## config.mk

```make
export PLATFORM = sky130hd
export DESIGN_NAME = k_best_min_sampler_top_flat
export DESIGN_NICKNAME = d
export VERILOG_FILES = /design/src/rtl/core/ksm_pkg.sv /design/src/rtl/core/ksm_in_if.sv /design/src/rtl/core/ksm_out_if.sv /design/src/rtl/core/ksm_ram.sv /design/src/rtl/core/k_best_min_sampler_top.sv /design/src/flat_wrapper.sv
export SDC_FILE = /design/constraint.sdc
export NUM_CORES = 2
export LEC_CHECK = 0
export BUFFER_PORTS_ARGS = -buffer_cell sky130_fd_sc_hd__buf_2
export CAP_MARGIN = 20
export CORE_UTILIZATION = 53
export DETAILED_ROUTE_END_ITERATION = 12
export PLACE_DENSITY = 0.7
export SYNTH_ARGS = -nofsm -noshare
export SYNTH_HDL_FRONTEND = slang
export SYNTH_SLANG_ARGS = --single-unit
```

## constraint.sdc

```tcl
create_clock -name clk -period 18.3 [get_ports clk]
set_input_delay 1.83 -clock clk [delete_from_list [all_inputs] [get_ports clk]]
set_output_delay 1.83 -clock clk [all_outputs]
set_load 0.005 [all_outputs]
```

## src/rtl/core/ksm_pkg.sv

```systemverilog
// Shared types, constants and codes of the k-best minimum sampler.
// No dependencies; used by the interfaces, the top level and the testbench.
package ksm_pkg;

  // Default sizing
  localparam int K_MAX_DEF      = 8;
  localparam int VALUE_BITS_DEF = 40;

  // Configuration register layout
  localparam int CFG_IDX_BITS  = 2;
  localparam int CFG_DATA_BITS = 16;
  localparam int KEEP_BITS     = 4;
  localparam int TOL_BITS      = 16;
  localparam int LIMIT_BITS    = 16;
  localparam int COUNT_BITS    = 16;

  localparam logic [CFG_IDX_BITS-1:0] CFG_KEEP_COUNT   = 2'd0;
  localparam logic [CFG_IDX_BITS-1:0] CFG_TOLERANCE    = 2'd1;
  localparam logic [CFG_IDX_BITS-1:0] CFG_SAMPLE_LIMIT = 2'd2;

  localparam logic [KEEP_BITS-1:0]  KEEP_RESET  = 4'd3;
  localparam logic [TOL_BITS-1:0]   TOL_RESET   = 16'd655;
  localparam logic [LIMIT_BITS-1:0] LIMIT_RESET = 16'd500;
  localparam logic [COUNT_BITS-1:0] COUNT_MAX   = 16'hFFFF;

  // Status codes
  localparam logic [1:0] STATUS_PENDING   = 2'd0;
  localparam logic [1:0] STATUS_CONVERGED = 2'd1;
  localparam logic [1:0] STATUS_NEVER     = 2'd2;

  // Sequencer states
  typedef enum logic [2:0] {
    ST_IDLE,
    ST_CMP,
    ST_SHIFT,
    ST_PLACE,
    ST_MIN_RD,
    ST_MIN_CAP,
    ST_KTH_CAP,
    ST_RESULT
  } state_t;

endpackage

```

## src/rtl/core/ksm_in_if.sv

```systemverilog
// Input channel of the k-best minimum sampler: one timing sample per item.
// Depends on ksm_pkg for the default value width.
interface ksm_in_if #(
  parameter int VALUE_BITS = ksm_pkg::VALUE_BITS_DEF
);
  logic                  valid;
  logic                  ready;
  logic [VALUE_BITS-1:0] sample_value;
  logic                  begin_run;

  modport source (output valid, output sample_value, output begin_run, input ready);
  modport sink   (input valid, input sample_value, input begin_run, output ready);
endinterface

```

## src/rtl/core/ksm_out_if.sv

```systemverilog
// Result channel of the k-best minimum sampler: one report per sample.
// Depends on ksm_pkg for the default value width and the count width.
interface ksm_out_if #(
  parameter int VALUE_BITS = ksm_pkg::VALUE_BITS_DEF
);
  logic                            valid;
  logic                            ready;
  logic [1:0]                      status;
  logic [VALUE_BITS-1:0]           current_min;
  logic [VALUE_BITS-1:0]           kth_value;
  logic [ksm_pkg::COUNT_BITS-1:0]  sample_count;

  modport source (output valid, output status, output current_min, output kth_value,
                  output sample_count, input ready);
  modport sink   (input valid, input status, input current_min, input kth_value,
                  input sample_count, output ready);
endinterface

```

## src/rtl/core/ksm_ram.sv

```systemverilog
// Generic simple dual-port RAM: one write port, one read port, registered read.
// No dependencies.
module ksm_ram #(
  parameter int WIDTH = 40,
  parameter int DEPTH = 8,
  localparam int AW   = (DEPTH > 1) ? $clog2(DEPTH) : 1
) (
  input  logic             clk,
  input  logic             we,
  input  logic [AW-1:0]    waddr,
  input  logic [WIDTH-1:0] wdata,
  input  logic [AW-1:0]    raddr,
  output logic [WIDTH-1:0] rdata
);

  logic [WIDTH-1:0] store [DEPTH];

  always_ff @(posedge clk) begin
    if (we) begin
      store[waddr] <= wdata;
    end
    rdata <= store[raddr];
  end

endmodule

```

## src/rtl/core/k_best_min_sampler_top.sv

```systemverilog
// Top level of the k-best minimum sampler.
// Depends on ksm_pkg, ksm_in_if, ksm_out_if and ksm_ram.
//
// Keeps the k smallest samples of the current run, ascending, in a small RAM
// and reports min, k-th smallest, count and convergence status per item. One
// item at a time: a sample that is not kept goes from the compare straight to
// the min and k-th reads; a kept one first walks its insertion, one RAM read
// and one write per position moved. The result sits in an output register so
// the next item is taken while it waits. The RAM is not cleared; an entry
// beyond the held count may be read but its value is never reported.
module k_best_min_sampler_top #(
  parameter int K_MAX      = ksm_pkg::K_MAX_DEF,
  parameter int VALUE_BITS = ksm_pkg::VALUE_BITS_DEF
) (
  input  logic                             clk,
  input  logic                             rst,
  ksm_in_if.sink                           in,
  ksm_out_if.source                        out,
  input  logic                             cfg_we,
  input  logic [ksm_pkg::CFG_IDX_BITS-1:0] cfg_index,
  input  logic [ksm_pkg::CFG_DATA_BITS-1:0] cfg_data
);

  localparam int AW = (K_MAX > 1) ? $clog2(K_MAX) : 1;
  localparam int KW = $clog2(K_MAX + 1);
  localparam int HW = VALUE_BITS - 16;

  // Configuration registers
  logic [ksm_pkg::KEEP_BITS-1:0]  keep_count;
  logic [ksm_pkg::TOL_BITS-1:0]   tolerance;
  logic [ksm_pkg::LIMIT_BITS-1:0] sample_limit;

  always_ff @(posedge clk) begin
    if (rst) begin
      keep_count   <= ksm_pkg::KEEP_RESET;
      tolerance    <= ksm_pkg::TOL_RESET;
      sample_limit <= ksm_pkg::LIMIT_RESET;
    end else if (cfg_we) begin
      case (cfg_index)
        ksm_pkg::CFG_KEEP_COUNT:   keep_count   <= cfg_data[ksm_pkg::KEEP_BITS-1:0];
        ksm_pkg::CFG_TOLERANCE:    tolerance    <= cfg_data[ksm_pkg::TOL_BITS-1:0];
        ksm_pkg::CFG_SAMPLE_LIMIT: sample_limit <= cfg_data[ksm_pkg::LIMIT_BITS-1:0];
        default: ;
      endcase
    end
  end

  // Effective k: zero means one, clamp at K_MAX
  logic [KW-1:0] k_eff;
  always_comb begin
    if (keep_count == '0) begin
      k_eff = KW'(1);
    end else if (32'(keep_count) > K_MAX) begin
      k_eff = KW'(K_MAX);
    end else begin
      k_eff = KW'(keep_count);
    end
  end

  // Sequencer and working registers
  ksm_pkg::state_t state, state_next;
  logic [VALUE_BITS-1:0]          v_r;
  logic [AW-1:0]                  p_r, p_next;
  logic [KW-1:0]                  held, held_next;
  logic [KW-1:0]                  k_r;
  logic [ksm_pkg::COUNT_BITS-1:0] taken, taken_next;
  logic [VALUE_BITS-1:0]          mn_r, kth_r;
  logic [VALUE_BITS-1:0]          prod_hi;
  logic [15:0]                    prod_lo;

  // RAM ports
  logic                  ram_we;
  logic [AW-1:0]         ram_waddr, ram_raddr;
  logic [VALUE_BITS-1:0] ram_wdata, ram_rdata;

  ksm_ram #(
    .WIDTH(VALUE_BITS),
    .DEPTH(K_MAX)
  ) u_list (
    .clk  (clk),
    .we   (ram_we),
    .waddr(ram_waddr),
    .wdata(ram_wdata),
    .raddr(ram_raddr),
    .rdata(ram_rdata)
  );

  // Output register
  logic                           out_valid;
  logic [1:0]                     out_status;
  logic [VALUE_BITS-1:0]          out_min, out_kth;
  logic [ksm_pkg::COUNT_BITS-1:0] out_count;
  logic                           out_free;
  logic                           out_load;

  assign out_free         = !out_valid || out.ready;
  assign out.valid        = out_valid;
  assign out.status       = out_status;
  assign out.current_min  = out_min;
  assign out.kth_value    = out_kth;
  assign out.sample_count = out_count;

  assign in.ready = (state == ksm_pkg::ST_IDLE);

  // Base values at accept: a new run clears held and count
  logic [KW-1:0]                  held_base;
  logic [ksm_pkg::COUNT_BITS-1:0] taken_base;
  assign held_base  = in.begin_run ? '0 : held;
  assign taken_base = in.begin_run ? '0 : taken;

  // Convergence check from registered products
  logic                  held_full;
  logic [VALUE_BITS:0]   slack;
  logic [VALUE_BITS-1:0] spread;
  logic                  converged;
  logic [1:0]            status_calc;
  assign held_full = (held >= k_r);
  assign slack     = {1'b0, prod_hi} + (VALUE_BITS + 1)'(prod_lo);
  assign spread    = kth_r - mn_r;
  assign converged = held_full && ({1'b0, spread} <= slack);

  always_comb begin
    if (converged) begin
      status_calc = ksm_pkg::STATUS_CONVERGED;
    end else if (taken >= sample_limit) begin
      status_calc = ksm_pkg::STATUS_NEVER;
    end else begin
      status_calc = ksm_pkg::STATUS_PENDING;
    end
  end

  // State register
  always_ff @(posedge clk) begin
    if (rst) begin
      state <= ksm_pkg::ST_IDLE;
    end else begin
      state <= state_next;
    end
  end

  // Next state, RAM control and bookkeeping
  always_comb begin
    state_next = state;
    p_next     = p_r;
    held_next  = held;
    taken_next = taken;
    ram_we     = 1'b0;
    ram_waddr  = p_r;
    ram_wdata  = v_r;
    ram_raddr  = '0;
    out_load   = 1'b0;
    unique case (state)
      ksm_pkg::ST_IDLE: begin
        if (in.valid) begin
          held_next  = held_base;
          taken_next = (taken_base == ksm_pkg::COUNT_MAX) ? taken_base : taken_base + 1'b1;
          if (held_base < k_eff) begin
            // still filling: insert at the end of the list
            held_next = held_base + 1'b1;
            p_next    = AW'(held_base);
            if (held_base == '0) begin
              state_next = ksm_pkg::ST_PLACE;
            end else begin
              ram_raddr  = AW'(held_base - 1'b1);
              state_next = ksm_pkg::ST_SHIFT;
            end
          end else begin
            ram_raddr  = AW'(k_eff - 1'b1);
            state_next = ksm_pkg::ST_CMP;
          end
        end
      end
      ksm_pkg::ST_CMP: begin
        // rdata is the entry at k-1
        if (v_r < ram_rdata) begin
          p_next = AW'(k_r - 1'b1);
          if (k_r == KW'(1)) begin
            state_next = ksm_pkg::ST_PLACE;
          end else begin
            ram_raddr  = AW'(k_r - 2'd2);
            state_next = ksm_pkg::ST_SHIFT;
          end
        end else begin
          state_next = ksm_pkg::ST_MIN_RD;
        end
      end
      ksm_pkg::ST_SHIFT: begin
        // rdata is the entry at p-1; move it up while it is larger
        if (ram_rdata > v_r) begin
          ram_we    = 1'b1;
          ram_wdata = ram_rdata;
          p_next    = p_r - 1'b1;
          if (p_r == AW'(1)) begin
            state_next = ksm_pkg::ST_PLACE;
          end else begin
            ram_raddr = p_r - 2'd2;
          end
        end else begin
          ram_we     = 1'b1;
          state_next = ksm_pkg::ST_MIN_RD;
        end
      end
      ksm_pkg::ST_PLACE: begin
        ram_we     = 1'b1;
        state_next = ksm_pkg::ST_MIN_RD;
      end
      ksm_pkg::ST_MIN_RD: begin
        ram_raddr  = '0;
        state_next = ksm_pkg::ST_MIN_CAP;
      end
      ksm_pkg::ST_MIN_CAP: begin
        ram_raddr  = AW'(k_r - 1'b1);
        state_next = ksm_pkg::ST_KTH_CAP;
      end
      ksm_pkg::ST_KTH_CAP: begin
        state_next = ksm_pkg::ST_RESULT;
      end
      ksm_pkg::ST_RESULT: begin
        if (out_free) begin
          out_load   = 1'b1;
          state_next = ksm_pkg::ST_IDLE;
        end
      end
      default: state_next = ksm_pkg::ST_IDLE;
    endcase
  end

  // Control counters
  always_ff @(posedge clk) begin
    if (rst) begin
      held  <= '0;
      taken <= '0;
    end else begin
      held  <= held_next;
      taken <= taken_next;
    end
  end

  // Datapath registers
  logic [HW-1:0]         mn_hi;
  logic [VALUE_BITS-1:0] hi_prod;
  logic [31:0]           lo_prod;
  assign mn_hi   = mn_r[VALUE_BITS-1:16];
  assign hi_prod = mn_hi * tolerance;
  assign lo_prod = mn_r[15:0] * tolerance;

  always_ff @(posedge clk) begin
    p_r <= p_next;
    if (in.valid && in.ready) begin
      v_r <= in.sample_value;
      k_r <= k_eff;
    end
    if (state == ksm_pkg::ST_MIN_CAP) begin
      mn_r <= ram_rdata;
    end
    if (state == ksm_pkg::ST_KTH_CAP) begin
      kth_r   <= ram_rdata;
      prod_hi <= hi_prod;
      prod_lo <= lo_prod[31:16];
    end
  end

  // Result register
  always_ff @(posedge clk) begin
    if (rst) begin
      out_valid <= 1'b0;
    end else if (out_load) begin
      out_valid <= 1'b1;
    end else if (out.ready) begin
      out_valid <= 1'b0;
    end
  end

  always_ff @(posedge clk) begin
    if (out_load) begin
      out_status <= status_calc;
      out_min    <= mn_r;
      out_kth    <= held_full ? kth_r : '0;
      out_count  <= taken;
    end
  end

endmodule

```

## src/flat_wrapper.sv

```systemverilog
// flat-port wrapper written by rule: the top's interface ports become plain ports
module k_best_min_sampler_top_flat 
#(
  parameter int K_MAX      = ksm_pkg::K_MAX_DEF,
  parameter int VALUE_BITS = ksm_pkg::VALUE_BITS_DEF
)
  (clk, rst, cfg_we, cfg_index, cfg_data, in_valid, in_sample_value, in_begin_run, in_ready, out_valid, out_status, out_current_min, out_kth_value, out_sample_count, out_ready);
  ksm_in_if #(.VALUE_BITS(VALUE_BITS)) in_i ();
  ksm_out_if #(.VALUE_BITS(VALUE_BITS)) out_i ();
  input  logic clk;
  input  logic rst;
  input  logic cfg_we;
  input  logic [ksm_pkg::CFG_IDX_BITS-1:0] cfg_index;
  input  logic [ksm_pkg::CFG_DATA_BITS-1:0] cfg_data;
  input wire logic [$bits(in_i.valid)-1:0] in_valid;
  input wire logic [$bits(in_i.sample_value)-1:0] in_sample_value;
  input wire logic [$bits(in_i.begin_run)-1:0] in_begin_run;
  output wire logic [$bits(in_i.ready)-1:0] in_ready;
  output wire logic [$bits(out_i.valid)-1:0] out_valid;
  output wire logic [$bits(out_i.status)-1:0] out_status;
  output wire logic [$bits(out_i.current_min)-1:0] out_current_min;
  output wire logic [$bits(out_i.kth_value)-1:0] out_kth_value;
  output wire logic [$bits(out_i.sample_count)-1:0] out_sample_count;
  input wire logic [$bits(out_i.ready)-1:0] out_ready;
  assign in_i.valid = in_valid;
  assign in_i.sample_value = in_sample_value;
  assign in_i.begin_run = in_begin_run;
  assign in_ready = in_i.ready;
  assign out_valid = out_i.valid;
  assign out_status = out_i.status;
  assign out_current_min = out_i.current_min;
  assign out_kth_value = out_i.kth_value;
  assign out_sample_count = out_i.sample_count;
  assign out_i.ready = out_ready;
  k_best_min_sampler_top #(.K_MAX(K_MAX), .VALUE_BITS(VALUE_BITS)) u_core (.clk(clk), .rst(rst), .in(in_i), .out(out_i), .cfg_we(cfg_we), .cfg_index(cfg_index), .cfg_data(cfg_data));
endmodule
```

# --- After elaboration in Yosys (flattened, before gate mapping) ---
# Memory sizes are Yosys's and may differ from the RTL's. A register that Yosys moved wholly into a read port is not among the register bits.
# Index checks and enable logic that the tools add are counted.
op_classes:
  eq_ne: 18
  magnitude_cmp: 7
  n_mul: 2
  add_sub_neg: 10
  n_mux: 38
  n_reduce_logical: 17
ops:
  columns: ["cell", "count"]
  rows:
  - ["40-bit 2-to-1 mux", 2]
  - ["3-bit 2-to-1 mux", 16]
  - ["40-bit by 16-bit adder with 41-bit output", 1]
  - ["40-bit by 41-bit less-or-equal comparator with 1-bit output", 1]
  - ["40-bit > comparator", 1]
  - ["40-bit < comparator", 1]
  - ["24-bit by 16-bit multiplier with 40-bit output", 1]
  - ["40-bit subtractor", 1]
  - ["16-bit by 16-bit multiplier with 32-bit output", 1]
  - ["16-bit 2-to-1 mux", 2]
  - ["3-bit case mux with 8 select lines", 1]
  - ["16-bit by 1-bit adder with 16-bit output (second input constant)", 1]
  - ["16-bit == test (second input constant)", 1]
  - ["16-bit >= comparator", 1]
  - ["4-bit 2-to-1 mux", 4]
  - ["3-bit == test (second input constant)", 4]
  - ["3-bit case mux with 4 select lines", 1]
  - ["3-bit by 1-bit subtractor with 3-bit output (second input constant)", 4]
  - ["1-bit 2-to-1 mux", 9]
  - ["3-bit case mux with 3 select lines", 1]
  - ["4-bit zero test", 2]
  - ["2-bit AND reduction", 4]
  - ["3-bit by 1-bit == test with 1-bit output (second input constant)", 2]
  - ["3-bit by 2-bit == test with 1-bit output (second input constant)", 2]
  - ["22 further kinds", 28]
word_totals:
  elab_cells: 111
  ff_bits: 341
  input_bits: 64
  out_inout_bits: 100
  n_memories: 1
  ramBits: 320
memory_table:
  columns: ["memory", "words", "word_bits", "rd", "rd_ports_with_merged_regs", "write_ports", "line", "source"]
  rows:
  - ["u_core.u_list.store", 8, 40, 1, 1, 1, "ksm_ram.sv:16", "logic [WIDTH-1:0] store [DEPTH];"]

# --- Longest topological paths before layout ---
depth:
  ltp_word: 7
  depth_mapped: 27
  depth_no_buf: 25

# --- Modules after synthesis ---
# Synthesis repeated with hierarchy kept, for this count alone.
unflattened:
  cells_unflattened: 4514
  hier_area_um2: 51992.4
modules_own_cells:
  columns: ["module", "instances", "area_each_um2", "seq_area_each_um2", "cells_per_inst"]
  rows:
  - ["k_best_min_sampler_top", 1, 38821.0, 9639.2, 3999]
  - ["ksm_ram", 1, 13171.4, 10410.0, 515]

# --- Worst setup path after synthesis ---
# OpenSTA, ideal clock, no wires.
synth_path:
  path_kind: "input port to flip-flop"
  start: "in out_ready"
  end: "reg u_core.out_min[0] (netlist: u_core.out.current_min[0]), enable pin"
  path_buffers: 0
  setup_time_ns: 0.568
  stages: 2
  arrival_time_ns: 6.326
  required_time_ns: 17.732
  slack_ns: 11.406
  cell_sequence: "nand2b_1 -> nor2b_1"
synth_via:
  elab_chain_cells: 3
synth_rtl:
  columns: ["item", "line", "source"]
  rows:
  - ["start, declared", "flat_wrapper.sv:24", "input wire logic [$bits(out_i.ready)-1:0] out_ready;"]
  - ["1-bit logical OR", "k_best_min_sampler_top.sv:96", "assign out_free = !out_valid || out.ready;"]
  - ["1-bit 2-to-1 mux", "k_best_min_sampler_top.sv:219", "if (out_free) begin"]
  - ["1-bit 2-to-1 mux", "k_best_min_sampler_top.sv:152", "unique case (state)"]
  - ["via u_core.out_load", "k_best_min_sampler_top.sv:94", "logic out_load;"]
  - ["end signal, assigned", "k_best_min_sampler_top.sv:277", "out_min <= mn_r;"]
  - ["end, declared", "k_best_min_sampler_top.sv:91", "logic [VALUE_BITS-1:0] out_min, out_kth;"]
# The timed path passes the listed nets, and every way through them passes these cells.
# A chain may end at the register's enable or synchronous reset.

# --- Worst setup path after layout ---
layout_path:
  start: "reg u_core.mn_r[25]"
  end: "reg u_core.prod_hi[39], data pin"
layout_via:
  elab_chain_cells: 1
layout_rtl:
  columns: ["item", "line", "source"]
  rows:
  - ["start, declared", "k_best_min_sampler_top.sv:67", "logic [VALUE_BITS-1:0] mn_r, kth_r;"]
  - ["start signal, assigned", "k_best_min_sampler_top.sv:254", "mn_r <= ram_rdata;"]
  - ["24-bit by 16-bit multiplier with 40-bit output", "k_best_min_sampler_top.sv:244", "assign hi_prod = mn_hi * tolerance;"]
  - ["via u_core.hi_prod[39]", "k_best_min_sampler_top.sv:241", "logic [VALUE_BITS-1:0] hi_prod;"]
  - ["end signal, assigned", "k_best_min_sampler_top.sv:258", "prod_hi <= hi_prod;"]
  - ["end, declared", "k_best_min_sampler_top.sv:68", "logic [VALUE_BITS-1:0] prod_hi;"]
# The timed path passes the listed nets, and every way through them passes these cells.

==> metrics.txt <==
status complete, no violations; final wirelength between 100000 and 150000 µm; CP Cell Sequence nand2_1 > fa_1 > inv_1 > fa_1 > inv_1 > fa_1 > inv_1 > fa_1 > fa_1 > inv_1 > fa_1 > inv_1 > ha_1 > nand4_1 > nor3_1 > o211ai_1 > nand2_1 > or3b_2 > a31oi_1 > a21boi_0 > o21ai_0 > a21oi_1 > a21oi_1 > xnor2_1; CTS clk-pin slew, worst paths about 0.06 ns; max-slew violations 0; most common cell in the synthesized netlist inv_1; Max FO, Critical Path 18; router iterations before antenna repair 6; WS Path Type reg -> reg; sequential share of power 0.283; Worst Hold Class reg -> reg; CTS Hold Buffers Added 0; Main synth FF type edfxtp_1; Final nets 5547; max cap viols 0; fin cells 5927; Die Wd around 310 µm; pin count of the biggest net entering global routing 66; top post-synthesis cells by count inv_1 (723), edfxtp_1 (601), nand2_1 (541); Mean Syn Cell Area 11.3 µm²; post-DP HPWL around 83000 µm; Max clock buf depth 3; most frequent CP cell fa_1; grt ovf 0; Rows roughly 110; initial antenna violation count 2; synth warn 0; first-pass GRT wire length slightly below 200000 µm; mapped cell area between 50000 and 60000 µm²; placed cell area around 53000 µm²; routability congestion estimate from global placement ~0.90; synth-to-layout area growth 8.63%; CTS tree built; Clock Latency Late Sink 0.64 ns; Net Sw Frac 0.418; area leader, netlist edfxtp_1; Worst EP arrival 7.82 ns; Setup-failing EPs final 0; post-synthesis mux area share 0.0435; share of the yosys chip area belonging to registers 0.395; H-Tree Depth 3; Fin. Hold Viols 0; adder-cell area share of the yosys netlist 0.292; flip-flop and latch count after synthesis around 700; Yosys top cell area share 0.356; Distinct cells, synth 76; CTS Sinks between 700 and 800; clock skew ~0.028 ns; leakage power approximately 24 nW; Internal between 5 and 6 mW; Synth Area in XOR/XNOR 0.0221; Clk pwr share 0.161; Post-CTS Setup Repair Bufs 0; combinational share of power 0.556; number of synthesized flops with an enable pin 601; setup tns final 0 ns; Simple-Gate Fraction of Synth Area 0.110; via density per instance approximately 5.6; Die H 311 µm; total die area 97000 µm²; Initial Utilization 0.535; Slew @ Worst Pin 1.06 ns; Post-CTS Resized 0; vias in the first global route between 30000 and 40000; Pwr Density around 160 nW/µm²; # DRC 0; total number of vias ~33000; # IOs between 150 and 200; syn nets about 5400; Total GRT Usage 0.257; min Tclk post-route 7.44 ns; initial drt markers 2533; complex-gate fraction of the synthesized area 0.0686; largest family of logic cells by synthesized area adder cells; number of buffers added on ports between 150 and 200; CP peak stage delay between 1 and 1.5 ns; Max VDD drop roughly 0.00019 V; CTS Root Cell clkbuf_16; Syn Inst Count around 4500; antenna-violating nets left 0; RSZ-0062 raised after global routing false; core outline area roughly 95000 µm²; relative slew slack 0.288; Fmax achieved 134 MHz; Design Area, Final roughly 55000 µm²; CP max-delay cell edfxtp_1; period utilization 0.407; mean routed wirelength per cell 20.5 µm; Setup crit end kind flop; cts bufs inserted a little under 70; CP Buf/Inv Count 5; critical path required time around 19 ns; Cell Count Post-Placement 5791; CP delay by family, top adder cells; dominant cells by area after synthesis edfxtp_1 (36%), fa_1 (20%), ha_1 (9.4%); share of cells above drive strength 1 0.0980; Net Switching between 3 and 4 mW; ys async rst share 0; CP startpoint kind flop
-- cell families (layout without fill, tap and decap cells) --
group,Yosys count,after routing
compound gates,515,515
xor+xnor,128,128
fa+ha+maj,884,884
buf+inv,905,1074
flops,701,701
mux,203,203
other cells,0,7
simple gates,1150,1150
-- layout make-up --
type / count / area (µm²)
Multi-Input combinational cell: 2880 / 27200
Fill cell: 7838 / 39800
Clock buffer: 97 / 1910
Clock inverter: 30 / 314
Inverter: 724 / 2720
Antenna cell: 7 / 17.5
Timing Repair Buffer: 223 / 1280
Sequential cell: 701 / 20000
Tap cell: 1265 / 1580
-- registers in the layout, indices dropped and copies added (netlist names), 40 cells and up --
name	flops
u_core.out.kth_value	40
u_core.v_r	40
u_core.u_list.rdata	40
u_core.u_list.store	320
u_core.mn_r	40
u_core.prod_hi	40
u_core.out.current_min	40
u_core.kth_r	40
-- power by group through the flow --
stage	Combinational [mW]	Sequential [mW]	Clock, mW
detailed placement	4.79	2.50	0
finish	4.88	2.48	1.41
floorplan	3.68	2.40	0
global route	5.54	2.50	1.49
CTS	4.88	2.47	1.43
global placement	4.75	2.50	0
-- cell usage in the layout, fill, tap and decap left out, types with 84 or more instances in the layout --
cell type,netlist,routed
and2_1,252,243
nor2_1,111,109
a21oi_1,139,138
fa_1,501,501
buf_2,13,163
xnor2_1,84,84
ha_1,383,383
dfxtp_1,100,100
inv_1,723,721
nand2_1,541,541
edfxtp_1,601,601
mux2_2,88,88
-- layer usage --
| layer | vias to the layer above | global-route usage | wire length, µm | share of wire |
|---|---|---|---|---|
| li1 | 15100 | - | - | - |
| met1 | 16700 | 0.343 | 50200 | 0.41 |
| met2 | 1161 | 0.426 | 58600 | 0.48 |
| met3 | 207 | 0.0406 | 8680 | 0.072 |
| met4 | 0 | 0.0911 | 3700 | 0.031 |
| met5 | - | 0 | 0 | 0 |
-- worst reg2reg max path: stages (launching register included) --
cell,delay (ns)
edfxtp_1,1.02
nand2_1,0.22
fa_1,0.59
inv_1,0.06
fa_1,0.53
inv_1,0.05
fa_1,0.49
inv_1,0.04
fa_1,0.48
fa_1,0.55
inv_1,0.07
fa_1,0.58
inv_1,0.05
ha_1,0.38
nand4_1,0.12
nor3_1,0.23
o211ai_1,0.17
nand2_1,0.15
or3b_2,0.50
a31oi_1,0.20
a21boi_0,0.16
o21ai_0,0.17
a21oi_1,0.12
a21oi_1,0.18
xnor2_1,0.08
-- through the flow --
| step | total power [mW] | utilization | setup slack (ns) | hold slack (ns) |
|---|---|---|---|---|
| CTS | 8.79 | 0.580 | 10.93 | 0.436 |
| global route | 9.54 | 0.581 | 10.36 | 0.449 |
| floorplan | 6.09 | - | 11.41 | 0.424 |
| finish | 8.77 | 0.581 | 10.86 | 0.436 |
| detailed placement | 7.30 | 0.557 | 10.85 | 0.428 |
| global placement | 7.25 | 0.557 | 10.95 | 0.424 |
-- final timing paths --
check        cells past startpoint  slack (ns)                  to                 start
min reg2reg                      0        0.44       u_core.k_r[3]  u_core.keep_count[3]
min                              0        0.44       u_core.k_r[3]  u_core.keep_count[3]
max reg2reg                     24       10.86  u_core.prod_hi[39]       u_core.mn_r[25]
max                             24       10.86  u_core.prod_hi[39]       u_core.mn_r[25]
Power figures use the tool's default switching activity.
